`config.mk`:
```
export PLATFORM = sky130hd
export DESIGN_NAME = escape_time_fractal_iterator_core_flat
export DESIGN_NICKNAME = d
export VERILOG_FILES = /design/src/rtl/etf_pkg.sv /design/src/rtl/etf_channels.sv /design/src/rtl/escape_time_fractal_iterator_core.sv /design/src/flat_wrapper.sv
export VERILOG_INCLUDE_DIRS = /design/src /design/src/rtl
export SDC_FILE = /design/constraint.sdc
export NUM_CORES = 2
export LEC_CHECK = 0
export BUFFER_PORTS_ARGS = -buffer_cell sky130_fd_sc_hd__buf_4
export CORE_MARGIN = 1
export CORE_UTILIZATION = 55
export CTS_CLUSTER_DIAMETER = 150
export DETAILED_ROUTE_END_ITERATION = 8
export GPL_TIMING_DRIVEN = 1
export PLACE_DENSITY = 0.7
export SLEW_MARGIN = 20
export SYNTH_ARGS = -nofsm -noshare
export SYNTH_HDL_FRONTEND = slang
export SYNTH_SLANG_ARGS = --single-unit
```
`constraint.sdc`:
```
create_clock -name clk -period 20.3 [get_ports clk]
set_input_delay 4.06 -clock clk [delete_from_list [all_inputs] [get_ports clk]]
set_output_delay 4.06 -clock clk [all_outputs]
set_load 0.02 [all_outputs]
```
`src/rtl/escape_time_fractal_iterator_core_assert.svh`:
```
// ----------------------------------------------------------------------------
// escape_time_fractal_iterator_core_assert
// Assertion macros used by the RTL of the escape-time iterator.
// ----------------------------------------------------------------------------
// Every macro samples on the rising edge of clk and is disabled while rst_n is low.
`ifndef ESCAPE_TIME_FRACTAL_ITERATOR_CORE_ASSERT_SVH
`define ESCAPE_TIME_FRACTAL_ITERATOR_CORE_ASSERT_SVH

// The consequent must hold in the same cycle as the antecedent.
`define ETF_ASSERT_SAME(label, ante, cons, msg) \
    label: assert property (@(posedge clk) disable iff (!rst_n) (ante) |-> (cons)) \
        else $error(msg);

// The consequent must hold in the cycle after the antecedent.
`define ETF_ASSERT_NEXT(label, ante, cons, msg) \
    label: assert property (@(posedge clk) disable iff (!rst_n) (ante) |=> (cons)) \
        else $error(msg);

`endif

```
`src/rtl/etf_pkg.sv`:
```
// ----------------------------------------------------------------------------
// etf_pkg
// Shared constants for the escape-time fractal iterator: default widths,
// reset values and configuration register indexes.
// ----------------------------------------------------------------------------
package etf_pkg;

    localparam int DEF_WORD_WIDTH  = 32;
    localparam int DEF_FRAC_BITS   = 28;
    localparam int DEF_COUNT_WIDTH = 16;

    // Widest digit of the second multiplier operand handled in one cycle.
    localparam int MUL_DIGIT_MAX = 32;

    localparam int MAX_ITER_RESET = 200;

    localparam int CFG_INDEX_WIDTH = 4;

    localparam logic [CFG_INDEX_WIDTH-1:0] CFG_MAX_ITERATIONS = 4'd0;
    localparam logic [CFG_INDEX_WIDTH-1:0] CFG_FRACTAL_MODE   = 4'd1;
    localparam logic [CFG_INDEX_WIDTH-1:0] CFG_JULIA_C_REAL   = 4'd2;
    localparam logic [CFG_INDEX_WIDTH-1:0] CFG_JULIA_C_IMAG   = 4'd3;

    localparam logic MODE_MANDELBROT = 1'b0;
    localparam logic MODE_JULIA      = 1'b1;

endpackage

```
`src/rtl/etf_channels.sv`:
```
// ----------------------------------------------------------------------------
// etf_channels
// Valid/ready channels of the iterator: complex points in, iteration counts out.
// ----------------------------------------------------------------------------
interface etf_point_if #(
    parameter int WORD_WIDTH = etf_pkg::DEF_WORD_WIDTH
);
    logic                         valid;
    logic                         ready;
    logic signed [WORD_WIDTH-1:0] point_real;
    logic signed [WORD_WIDTH-1:0] point_imag;

    modport source (output valid, output point_real, output point_imag, input ready);
    modport sink   (input valid, input point_real, input point_imag, output ready);
endinterface

interface etf_result_if #(
    parameter int COUNT_WIDTH = etf_pkg::DEF_COUNT_WIDTH
);
    logic                   valid;
    logic                   ready;
    logic [COUNT_WIDTH-1:0] iteration_count;

    modport source (output valid, output iteration_count, input ready);
    modport sink   (input valid, input iteration_count, output ready);
endinterface

```
`src/rtl/escape_time_fractal_iterator_core.sv`:
```
// ----------------------------------------------------------------------------
// escape_time_fractal_iterator_core
// Escape-time iterator for Mandelbrot and Julia sets in signed fixed point.
// ----------------------------------------------------------------------------
// A point beat on the point channel starts one escape-time run; exactly one
// beat with the iteration count follows on the result channel.
// Configuration is written through cfg_we/cfg_index/cfg_data; the user must
// write it only while idle, as the block itself does not enforce this. One
// signed multiplier (WORD_WIDTH by a digit of up to 32 bits) serves all
// products; the second operand is split into D = ceil(WORD_WIDTH/32) digits.
// Each update forms zr*zr, zi*zi and zr*zi in turn, tests the bailout on
// the squares, then writes the new real and then the new imaginary part; an
// escaping point finishes after the test. A new point is taken only once the
// previous one has reached the result register.
// point.ready is high only while no point is in flight. A finished count
// waits in the result register; the next point is accepted meanwhile, and
// its own result waits until the receiver has taken the earlier beat.
// Reset clears the sequencer and the result valid flag and restores the
// configuration defaults (200 steps, Mandelbrot mode, Julia c = i).
// ----------------------------------------------------------------------------
module escape_time_fractal_iterator_core #(
    parameter int WORD_WIDTH  = etf_pkg::DEF_WORD_WIDTH,
    parameter int FRAC_BITS   = etf_pkg::DEF_FRAC_BITS,
    parameter int COUNT_WIDTH = etf_pkg::DEF_COUNT_WIDTH,
    localparam int CFG_WIDTH  = (WORD_WIDTH > COUNT_WIDTH) ? WORD_WIDTH : COUNT_WIDTH
) (
    input  logic                                clk,
    input  logic                                rst_n,
    etf_point_if.sink                           point,
    etf_result_if.source                        result,
    input  logic                                cfg_we,
    input  logic [etf_pkg::CFG_INDEX_WIDTH-1:0] cfg_index,
    input  logic [CFG_WIDTH-1:0]                cfg_data
);

    localparam int W       = WORD_WIDTH;
    localparam int DIG_W   = (W < etf_pkg::MUL_DIGIT_MAX) ? W : etf_pkg::MUL_DIGIT_MAX;
    localparam int NUM_DIG = (W + DIG_W - 1) / DIG_W;
    localparam int BEXT_W  = NUM_DIG * DIG_W;
    localparam int MUL_W   = W + DIG_W + 1;
    localparam int PROD_W  = 2 * W;
    localparam int ACCX_W  = 2 * W + 1;
    localparam int SUM_W   = 2 * W + 2;
    localparam int RAD_W   = 2 * W + 3;
    localparam int DC_W    = $clog2(NUM_DIG + 1);

    localparam logic [DC_W-1:0]  DC_TOP = DC_W'(NUM_DIG - 1);
    localparam logic [RAD_W-1:0] BAIL   = RAD_W'(1) << (2 * FRAC_BITS + 2);

    localparam logic [COUNT_WIDTH-1:0] MAX_ITER_RST = COUNT_WIDTH'(etf_pkg::MAX_ITER_RESET);
    localparam logic [W-1:0]           JCI_RST      = W'(64'd1 << FRAC_BITS);

    localparam logic signed [W-1:0] SAT_MAX = {1'b0, {(W-1){1'b1}}};
    localparam logic signed [W-1:0] SAT_MIN = {1'b1, {(W-1){1'b0}}};

    localparam logic [2:0] S_IDLE   = 3'd0;
    localparam logic [2:0] S_MUL_RR = 3'd1;
    localparam logic [2:0] S_MUL_II = 3'd2;
    localparam logic [2:0] S_MUL_RI = 3'd3;
    localparam logic [2:0] S_CHECK  = 3'd4;
    localparam logic [2:0] S_UPD_R  = 3'd5;
    localparam logic [2:0] S_UPD_I  = 3'd6;
    localparam logic [2:0] S_FINISH = 3'd7;

    // Configuration registers.
    logic [COUNT_WIDTH-1:0] max_iter_reg;
    logic                   mode_reg;
    logic signed [W-1:0]    jcr_reg;
    logic signed [W-1:0]    jci_reg;

    // Sequencer.
    logic [2:0]             state_reg, state_next;
    logic [DC_W-1:0]        dcnt_reg, dcnt_next;
    logic [COUNT_WIDTH-1:0] step_reg, step_next;
    logic                   out_valid_reg, out_valid_next;
    logic [COUNT_WIDTH-1:0] out_count_reg;

    // Datapath.
    logic signed [W-1:0]      zr_reg, zi_reg, cr_reg, ci_reg;
    logic signed [PROD_W-1:0] acc_reg, rr_reg, ii_reg, ri_reg;
    logic signed [SUM_W-1:0]  diff_reg;

    logic                     accept;
    logic                     out_free;
    logic                     mul_busy;
    logic                     last_digit;
    logic signed [W-1:0]      mul_a, mul_b;
    logic signed [BEXT_W-1:0] mul_b_ext;
    logic [BEXT_W-1:0]        digit_shift;
    logic [DIG_W-1:0]         digit;
    logic signed [DIG_W:0]    mul_d;
    logic signed [MUL_W-1:0]  pp;
    logic signed [ACCX_W-1:0] acc_sum;
    logic signed [PROD_W-1:0] product;
    logic [RAD_W-1:0]         rad;
    logic                     escape;
    logic signed [SUM_W-1:0]  upd_term, upd_c, upd_sum;
    logic signed [W-1:0]      upd_sat;

    function automatic logic signed [W-1:0] saturate(input logic signed [SUM_W-1:0] v);
        logic [SUM_W-W:0] upper;
        upper = v[SUM_W-1:W-1];
        if ((&upper) || !(|upper)) begin
            return v[W-1:0];
        end
        else if (v[SUM_W-1]) begin
            return SAT_MIN;
        end
        else begin
            return SAT_MAX;
        end
    endfunction

    assign accept   = point.valid && point.ready;
    assign out_free = !out_valid_reg || result.ready;

    assign point.ready            = (state_reg == S_IDLE);
    assign result.valid           = out_valid_reg;
    assign result.iteration_count = out_count_reg;

    // ------------------------------------------------------------------
    // Shared multiplier: the second operand is consumed one digit per
    // cycle, top (signed) digit first, and folded into the accumulator.
    // ------------------------------------------------------------------
    always_comb
    begin
        case (state_reg)
            S_MUL_RR:
            begin
                mul_a = zr_reg;
                mul_b = zr_reg;
            end
            S_MUL_II:
            begin
                mul_a = zi_reg;
                mul_b = zi_reg;
            end
            default:
            begin
                mul_a = zr_reg;
                mul_b = zi_reg;
            end
        endcase
    end

    assign mul_busy   = (state_reg == S_MUL_RR) || (state_reg == S_MUL_II) ||
                        (state_reg == S_MUL_RI);
    assign last_digit = (dcnt_reg == '0);

    assign mul_b_ext   = BEXT_W'(mul_b);
    assign digit_shift = mul_b_ext >> (dcnt_reg * DIG_W);
    assign digit       = digit_shift[DIG_W-1:0];
    assign mul_d       = (dcnt_reg == DC_TOP) ? {digit[DIG_W-1], digit} : {1'b0, digit};
    assign pp          = mul_a * mul_d;

    always_comb
    begin
        if (dcnt_reg == DC_TOP) begin
            acc_sum = ACCX_W'(pp);
        end
        else begin
            acc_sum = (ACCX_W'(acc_reg) <<< DIG_W) + ACCX_W'(pp);
        end
    end

    assign product = acc_sum[PROD_W-1:0];

    // Bailout test on the exact squares; equal to four does not escape.
    assign rad    = RAD_W'($unsigned(rr_reg)) + RAD_W'($unsigned(ii_reg));
    assign escape = (rad > BAIL);

    // Shared update adder: new real part, then new imaginary part.
    always_comb
    begin
        if (state_reg == S_UPD_R) begin
            upd_term = diff_reg >>> FRAC_BITS;
            upd_c    = SUM_W'(cr_reg);
        end
        else begin
            upd_term = SUM_W'(ri_reg) >>> (FRAC_BITS - 1);
            upd_c    = SUM_W'(ci_reg);
        end
    end

    assign upd_sum = upd_term + upd_c;
    assign upd_sat = saturate(upd_sum);

    // ------------------------------------------------------------------
    // Sequencer
    // ------------------------------------------------------------------
    always_comb
    begin
        state_next     = state_reg;
        dcnt_next      = DC_TOP;
        step_next      = step_reg;
        out_valid_next = out_valid_reg && !result.ready;
        case (state_reg)
            S_IDLE:
            begin
                if (accept) begin
                    step_next  = '0;
                    state_next = (max_iter_reg == '0) ? S_FINISH : S_MUL_RR;
                end
            end
            S_MUL_RR, S_MUL_II, S_MUL_RI:
            begin
                if (last_digit) begin
                    if (state_reg == S_MUL_RR) begin
                        state_next = S_MUL_II;
                    end
                    else if (state_reg == S_MUL_II) begin
                        state_next = S_MUL_RI;
                    end
                    else begin
                        state_next = S_CHECK;
                    end
                end
                else begin
                    dcnt_next = dcnt_reg - DC_W'(1);
                end
            end
            S_CHECK:
            begin
                state_next = escape ? S_FINISH : S_UPD_R;
            end
            S_UPD_R:
            begin
                state_next = S_UPD_I;
            end
            S_UPD_I:
            begin
                step_next  = step_reg + COUNT_WIDTH'(1);
                state_next = (step_next == max_iter_reg) ? S_FINISH : S_MUL_RR;
            end
            S_FINISH:
            begin
                if (out_free) begin
                    out_valid_next = 1'b1;
                    state_next     = S_IDLE;
                end
            end
            default:
            begin
                state_next = S_IDLE;
            end
        endcase
    end

    always_ff @(posedge clk or negedge rst_n)
    begin
        if (!rst_n) begin
            state_reg     <= S_IDLE;
            dcnt_reg      <= DC_TOP;
            step_reg      <= '0;
            out_valid_reg <= 1'b0;
            max_iter_reg  <= MAX_ITER_RST;
            mode_reg      <= etf_pkg::MODE_MANDELBROT;
            jcr_reg       <= '0;
            jci_reg       <= JCI_RST;
        end
        else begin
            state_reg     <= state_next;
            dcnt_reg      <= dcnt_next;
            step_reg      <= step_next;
            out_valid_reg <= out_valid_next;
            if (cfg_we) begin
                case (cfg_index)
                    etf_pkg::CFG_MAX_ITERATIONS: max_iter_reg <= cfg_data[COUNT_WIDTH-1:0];
                    etf_pkg::CFG_FRACTAL_MODE:   mode_reg     <= cfg_data[0];
                    etf_pkg::CFG_JULIA_C_REAL:   jcr_reg      <= cfg_data[W-1:0];
                    etf_pkg::CFG_JULIA_C_IMAG:   jci_reg      <= cfg_data[W-1:0];
                    default:
                    begin
                    end
                endcase
            end
        end
    end

    // Datapath registers carry no reset.
    always_ff @(posedge clk)
    begin
        if (accept) begin
            zr_reg <= point.point_real;
            zi_reg <= point.point_imag;
            if (mode_reg == etf_pkg::MODE_JULIA) begin
                cr_reg <= jcr_reg;
                ci_reg <= jci_reg;
            end
            else begin
                cr_reg <= point.point_real;
                ci_reg <= point.point_imag;
            end
        end
        if (mul_busy) begin
            acc_reg <= product;
            if (last_digit) begin
                case (state_reg)
                    S_MUL_RR: rr_reg <= product;
                    S_MUL_II: ii_reg <= product;
                    default:  ri_reg <= product;
                endcase
            end
        end
        if (state_reg == S_CHECK) begin
            diff_reg <= SUM_W'(rr_reg) - SUM_W'(ii_reg);
        end
        if (state_reg == S_UPD_R) begin
            zr_reg <= upd_sat;
        end
        if (state_reg == S_UPD_I) begin
            zi_reg <= upd_sat;
        end
        if ((state_reg == S_FINISH) && out_free) begin
            out_count_reg <= step_reg;
        end
    end

    // ------------------------------------------------------------------
    // Assertions
    // ------------------------------------------------------------------
`include "escape_time_fractal_iterator_core_assert.svh"

    `ETF_ASSERT_NEXT(a_zero_limit_finishes, accept && (max_iter_reg == '0),
                     state_reg == S_FINISH, "zero step limit did not finish at once")
    `ETF_ASSERT_NEXT(a_escape_finishes, (state_reg == S_CHECK) && escape,
                     state_reg == S_FINISH, "escaped point kept iterating")
    `ETF_ASSERT_NEXT(a_finish_delivers, (state_reg == S_FINISH) && out_free,
                     result.valid && (state_reg == S_IDLE),
                     "finished count not loaded into result register")
    `ETF_ASSERT_NEXT(a_product_advances, mul_busy && last_digit,
                     state_reg != $past(state_reg),
                     "sequencer stuck after last multiplier digit")
    `ETF_ASSERT_SAME(a_digit_only_in_mul, !mul_busy, dcnt_reg == DC_TOP,
                     "digit counter moved outside a product")

endmodule

```
`src/flat_wrapper.sv`:
```
// flat-port wrapper written by rule: the top's interface ports become plain ports
module escape_time_fractal_iterator_core_flat 
#(
    parameter int WORD_WIDTH  = etf_pkg::DEF_WORD_WIDTH,
    parameter int FRAC_BITS   = etf_pkg::DEF_FRAC_BITS,
    parameter int COUNT_WIDTH = etf_pkg::DEF_COUNT_WIDTH,
    localparam int CFG_WIDTH  = (WORD_WIDTH > COUNT_WIDTH) ? WORD_WIDTH : COUNT_WIDTH
)
  (clk, rst_n, cfg_we, cfg_index, cfg_data, point_valid, point_point_real, point_point_imag, point_ready, result_valid, result_iteration_count, result_ready);
  etf_point_if #(.WORD_WIDTH(WORD_WIDTH)) point_i ();
  etf_result_if #(.COUNT_WIDTH(COUNT_WIDTH)) result_i ();
  input  logic clk;
  input  logic rst_n;
  input  logic cfg_we;
  input  logic [etf_pkg::CFG_INDEX_WIDTH-1:0] cfg_index;
  input  logic [CFG_WIDTH-1:0] cfg_data;
  input wire logic [$bits(point_i.valid)-1:0] point_valid;
  input wire logic [$bits(point_i.point_real)-1:0] point_point_real;
  input wire logic [$bits(point_i.point_imag)-1:0] point_point_imag;
  output wire logic [$bits(point_i.ready)-1:0] point_ready;
  output wire logic [$bits(result_i.valid)-1:0] result_valid;
  output wire logic [$bits(result_i.iteration_count)-1:0] result_iteration_count;
  input wire logic [$bits(result_i.ready)-1:0] result_ready;
  assign point_i.valid = point_valid;
  assign point_i.point_real = point_point_real;
  assign point_i.point_imag = point_point_imag;
  assign point_ready = point_i.ready;
  assign result_valid = result_i.valid;
  assign result_iteration_count = result_i.iteration_count;
  assign result_i.ready = result_ready;
  escape_time_fractal_iterator_core #(.WORD_WIDTH(WORD_WIDTH), .FRAC_BITS(FRAC_BITS), .COUNT_WIDTH(COUNT_WIDTH)) u_core (.clk(clk), .rst_n(rst_n), .point(point_i), .result(result_i), .cfg_we(cfg_we), .cfg_index(cfg_index), .cfg_data(cfg_data));
endmodule
```
### Yosys cells after proc, flatten, opt, wreduce, memory -nomap -nowiden

Index checks and enable logic that the tools add are counted.

| operators by class | value |
|---|---|
| add/subtract/negate cells | 6 |
| $mul | 1 |
| order comparisons | 1 |
| eq/ne operators | 14 |
| shift-type cells | 1 |
| multiplexer cells | 29 |
| bitwise operators | 2 |
| reductions and logical operators | 29 |

Operators by type and width:

| kind | number |
|---|---|
| two-way mux 32 bit | 10 |
| two-way mux 66 bit | 2 |
| > comparator 67 x 59 -> 1 bit (second input constant) | 1 |
| adder 66 bit | 1 |
| adder 64 x 64 -> 65 bit | 1 |
| subtractor 64 x 64 -> 65 bit | 1 |
| adder 64 bit | 1 |
| multiplier 32 x 33 -> 64 bit | 1 |
| two-way mux 64 bit | 1 |
| AND reduction 35 bit | 1 |
| OR reduction 35 bit | 1 |
| two-way mux 33 bit | 1 |
| case mux 16 bit (2 select lines) | 1 |
| right shift 32 x 6 -> 32 bit | 1 |
| two-way mux 3 bit | 7 |
| case mux 3 bit (6 select lines) | 1 |
| adder 16 x 1 -> 16 bit (second input constant) | 1 |
| == test 16 bit | 1 |
| logical NOT 16 bit | 1 |
| two-way mux 16 bit | 1 |
| == test 3 bit (second input constant) | 4 |
| AND reduction 3 bit | 4 |
| AND reduction 2 bit | 5 |
| == test 4 x 2 -> 1 bit (second input constant) | 2 |
| other kinds (17) | 32 |

| word-level totals | value |
|---|---|
| bits in registers | 536 |
| logic and storage cells | 101 |

### Longest topological paths before layout

| logic depth | value |
|---|---|
| depth after elaboration | 8 |
| depth in mapped cells | 34 |
| mapped depth without buffers | 31 |

### Worst setup path after synthesis

OpenSTA, ideal clock, no wires.

| timing | value |
|---|---|
| path type | register to register |
| start | register u_core.state_reg[0] |
| end | register u_core.ii_reg[62] (data pin) |
| setup time | 0.149 ns |
| arrival time | 10.917 ns |
| required time | 20.151 ns |
| slack | 9.234 ns |
| cell stages (with the launch flop) | 33 |
| buffers on the path | 5 |
| clock period less this slack | 11.066 ns |
| cells stage by stage | dfrtp_1 clkbuf_1 nor2b_1 nor2b_1 buf_1 buf_1 mux2_2 buf_1 nand2_1 fa_1 inv_1 fa_1 fa_1 inv_1 fa_1 inv_1 fa_1 fa_1 fa_1 fa_1 ha_1 buf_2 nand4_1 inv_1 nand4_1 nor4_1 o311ai_1 a21oi_1 o21ai_1 o21ai_1 a21oi_2 or4b_2 nand4_1 |

| on the way | value |
|---|---|
| word-level cells in the longest chain between the ends | 7 |
| elaborated cells on any way between the ends | 9 |
| classes of those cells | add/sub (1); mul (1); eq/ne (2); shift (1); mux (4) |

Ends and longest elaborated chain:

| item | RTL line | RTL |
|---|---|---|
| from (decl) | escape_time_fractal_iterator_core.sv:72 | `logic [2:0] state_reg, state_next;` |
| from (signal assigned) | escape_time_fractal_iterator_core.sv:262 | `state_reg <= state_next;` |
| == test 3 x 1 -> 1 bit | escape_time_fractal_iterator_core.sv:127 | `case (state_reg)` |
| two-way mux 32 bit | escape_time_fractal_iterator_core.sv:127 |  |
| right shift 32 x 6 -> 32 bit | escape_time_fractal_iterator_core.sv:151 | `assign digit_shift = mul_b_ext >> (dcnt_reg * DIG_W);` |
| two-way mux 33 bit | escape_time_fractal_iterator_core.sv:153 | `assign mul_d = (dcnt_reg == DC_TOP) ? {digit[DIG_W-1], digit} : {1'b0, digit};` |
| multiplier 32 x 33 -> 64 bit * | escape_time_fractal_iterator_core.sv:154 | `assign pp = mul_a * mul_d;` |
| adder 64 bit | escape_time_fractal_iterator_core.sv:162 | `acc_sum = (ACCX_W'(acc_reg) <<< DIG_W) + ACCX_W'(pp);` |
| two-way mux 64 bit * | escape_time_fractal_iterator_core.sv:158 | `if (dcnt_reg == DC_TOP) begin` |
| net u_core.acc_sum[62] | escape_time_fractal_iterator_core.sv:93 | `logic signed [ACCX_W-1:0] acc_sum;` |
| to (signal assigned) | escape_time_fractal_iterator_core.sv:300 | `S_MUL_II: ii_reg <= product;` |
| to (decl) | escape_time_fractal_iterator_core.sv:80 | `logic signed [PROD_W-1:0] acc_reg, rr_reg, ii_reg, ri_reg;` |

The timed path passes the listed nets; every way through them passes the cells marked *.
A chain may end at the register's enable or synchronous reset.

### Worst setup path in the final report

| timing | value |
|---|---|
| start | register u_core.state_reg[0] |
| end | register u_core.ri_reg[63] (data pin) |

| on the way | value |
|---|---|
| word-level cells in the longest chain between the ends | 7 |
| elaborated cells on any way between the ends | 9 |
| classes of those cells | add/sub (1); mul (1); eq/ne (2); shift (1); mux (4) |

Ends and longest elaborated chain:

| item | RTL line | RTL |
|---|---|---|
| == test 3 x 1 -> 1 bit | escape_time_fractal_iterator_core.sv:127 |  |
| two-way mux 32 bit | escape_time_fractal_iterator_core.sv:127 |  |
| right shift 32 x 6 -> 32 bit | escape_time_fractal_iterator_core.sv:151 |  |
| two-way mux 33 bit | escape_time_fractal_iterator_core.sv:153 |  |
| multiplier 32 x 33 -> 64 bit * | escape_time_fractal_iterator_core.sv:154 |  |
| adder 64 bit | escape_time_fractal_iterator_core.sv:162 |  |
| two-way mux 64 bit * | escape_time_fractal_iterator_core.sv:158 |  |
| net u_core.acc_sum[63] | escape_time_fractal_iterator_core.sv:93 |  |
| to (signal assigned) | escape_time_fractal_iterator_core.sv:301 | `default: ri_reg <= product;` |
| to (decl) | escape_time_fractal_iterator_core.sv:80 |  |

Marks and branches as above.

==> results.py <==
metrics = {
    "clock_network": {
        "cts.sinks": 447,
        "post_cts.repair.setup_buffers": 0,
        "root_buffer": "clkbuf_16",
        "ctsHoldBuffers": 0,
        "htreeDepth": 2,
        "cts_buffers": 45,
        "clk_pin_slew_ns": 0.07,
        "tritoncts": "built",
        "clk_path_buf_depth": 3,
        "post_cts_resize_count": 0,
        "insertion_delay_ns": 0.65,
    },
    "sta": {
        "clock_skew_ns": 0.0686,
        "tns_ns": 0,
        "tightest_slew_ns": 1.17,
        "finalSetupViolCount": 0,
        "maxSlewViolCount": 0,
        "max-slew-margin-rel_pct": 20.5,
        "hold_violations": 0,
        "fmax_mhz": 87.5,
        "rsz0062_at_grt": "false",
        "fin_crit_ns": 11.43,
        "fin_crit_sh_pct": 56.3,
    },
    "die": {
        "placeableCoreArea_um2": 115000,
        "fp.dieH_um": 343,
        "dieArea_um2": 118000,
        "fp.dieW_um": 343,
        "initial_utilization_pct": 55.8,
        "pin_count": 123,
        "core.rowCount": 124,
    },
    "detailed_routing": {
        "wl_met2_mm": 97.8,
        "antenna_left": 0,
        "dr.pass1.iters": 8,
        "wl_per_cell_um": 27.0,
        "wl_mm": 223,
        "avgViaCountPerCell": 6.24,
        "routed.top_layer": "met5",
        "vias": 51400,
        "drc": 0,
        "met3_length_mm": 26.2,
        "wl_met1_mm": 83.0,
        "drt_iter0_markers": 5604,
    },
    "final_layout": {
        "num-nets-final": 8226,
        "drive_gt1_share_pct": 9.12,
        "fillers": 9773,
        "final_area_um2": 68200,
        "layout_commonest_cell": "inv_1",
        "regArea_um2": 12900,
        "area_delta_synth_final_pct": 6.37,
        "layout_common_cells": "1088 x inv_1, 1084 x fa_1, 902 x nand2_1",
        "multiInputGateArea_um2": 46200,
    },
    "worst_setup_path": {
        "path_common_cell": "fa_1",
        "reg2reg_depth": 33,
        "slowest_stage": "fa_1",
        "path_class": "reg2reg",
        "critPathLaunch": "u_core.state_reg[0]$_DFFE_PN0P_",
        "reg2reg_to": "u_core.ri_reg[63]$_DFFE_PP_",
        "worstSetupStartpointType": "flop",
        "r2r_slack_ns": 8.87,
        "arrival_ns": 11.84,
        "critPathCapture": "u_core.ri_reg[63]$_DFFE_PP_",
        "cp_max_fo": 31,
        "end_kind": "flop",
        "cp.required_ns": 20.72,
        "reg2reg_from": "u_core.state_reg[0]$_DFFE_PN0P_",
        "cp_slowest_stage_delay_ns": 0.89,
    },
    "grt": {
        "grt_max_degree": 76,
        "antenna_found_initial": 10,
        "grt_remaining_overflow": 0,
        "grt_pass1_wl_mm": 330,
        "track_usage_pct": 38.1,
        "grt_pass1_vias": 52500,
    },
    "placed_design": {
        "hpwlAfterDp_mm": 175,
        "gp_congestion": 1.10,
        "port-buffer-count": 122,
        "dpl_cell_area_um2": 66700,
    },
    "synth": {
        "yosysWarnings": 0,
        "syn_inst": 6738,
        "synth_area_leaders": "fa_1 34%, edfxtp_1 16%, ha_1 6.8%",
        "yosysTopAreaCell": "fa_1",
        "ys_async_sr_fraction_pct": 22.6,
        "yosys_register_bits": 447,
        "synth_top_area_share_pct": 33.9,
        "synth.distinct_cells": 113,
        "synth_area_um2": 64100,
        "yosysSeqAreaShare_pct": 20.2,
        "syn_area_per_cell_um2": 9.51,
        "synth-main-ff-cell": "edfxtp_1",
        "synth-edff-count": 346,
        "synthesis.nets": 8277,
    },
    "hold_path": {
        "hp-class": "reg2reg",
    },
    "run": {
        "max_cap_violations": 0,
    },
    "run_status": {
        "status": "finished clean",
    },
}
## cell usage after synthesis (70+ instances only)
| master | instances |
|---|---|
| nand2_1 | 904 |
| dfrtp_1 | 97 |
| xnor2_1 | 115 |
| o21ai_1 | 70 |
| mux2i_1 | 92 |
| a21oi_1 | 218 |
| o21ai_0 | 122 |
| edfxtp_1 | 346 |
| clkbuf_1 | 246 |
| mux2_2 | 211 |
| ha_1 | 350 |
| nor2_1 | 739 |
| nand3_1 | 81 |
| inv_1 | 1089 |
| fa_1 | 1084 |
## worst min-delay path by stage
stage / to / from / cells past startpoint
4_1_cts: u_core.jci_reg[17]$_DFFE_PN0P_ / u_core.jci_reg[17]$_DFFE_PN0P_ / 1
3_3_place_gp: u_core.jci_reg[1]$_DFFE_PN0P_ / u_core.jci_reg[1]$_DFFE_PN0P_ / 1
6_report: u_core.jci_reg[17]$_DFFE_PN0P_ / u_core.jci_reg[17]$_DFFE_PN0P_ / 1
2_1_floorplan: u_core.result.iteration_count[7]$_DFFE_PP_ / u_core.step_reg[7]$_DFFE_PN0P_ / 0
3_5_place_dp: u_core.jci_reg[27]$_DFFE_PN0P_ / u_core.jci_reg[27]$_DFFE_PN0P_ / 1
5_1_grt: u_core.jci_reg[13]$_DFFE_PN0P_ / u_core.jci_reg[13]$_DFFE_PN0P_ / 1
## layer usage
metal  vias to the layer above  GRT usage, %
met1                     25800          48.6
li1                      21600             -
met4                        10          21.3
met2                      3173          58.2
met5                         -         0.200
met3                       800          11.3
## metrics by stage
step                      cells  hold WS [ns]  util, %  setup slack [ns]
after floorplan            6738         0.423        -              9.23
after global placement     8150         0.484     58.0              9.24
after detailed placement   8150         0.487     58.0              9.07
after CTS                  8231         0.501     59.2              9.00
after global routing       8233         0.513     59.3              8.32
final                      8237         0.502     59.3              8.87
## cell type report
class,instances,area share (%)
tap,1512,2.77
clock buffer,58,1.75
multi-input combinational,4892,67.8
sequential,447,19.0
inverter,1093,6.02
antenna,4,0.0147
timing repair buffer,208,2.35
clock inverter,23,0.317
## kinds of logic (layout without fill, tap and decap cells)
kind of cell | count (synthesis) | after routing | synth area share (%)
fa+ha+maj | 1434 | 1434 | 40.7
mux | 306 | 306 | 5.21
other cells | 0 | 4 | 0
flops | 447 | 447 | 20.2
buf+inv | 1399 | 1382 | 8.27
xor+xnor | 160 | 160 | 2.19
simple gates | 2150 | 2150 | 14.5
compound gates | 842 | 842 | 8.94
## worst max-delay path: cells and delay by family (launching register included)
family          cells  cell delay [ns]
mux                 1             0.62
simple gates        5             1.01
buf+inv             9             2.31
flops               1             0.52
fa+ha+maj           9             4.77
compound gates      9             1.87
Power is left out: the tool's default activity adds up to more than one toggle a clock period on the data nets, which glitch-free logic cannot reach.
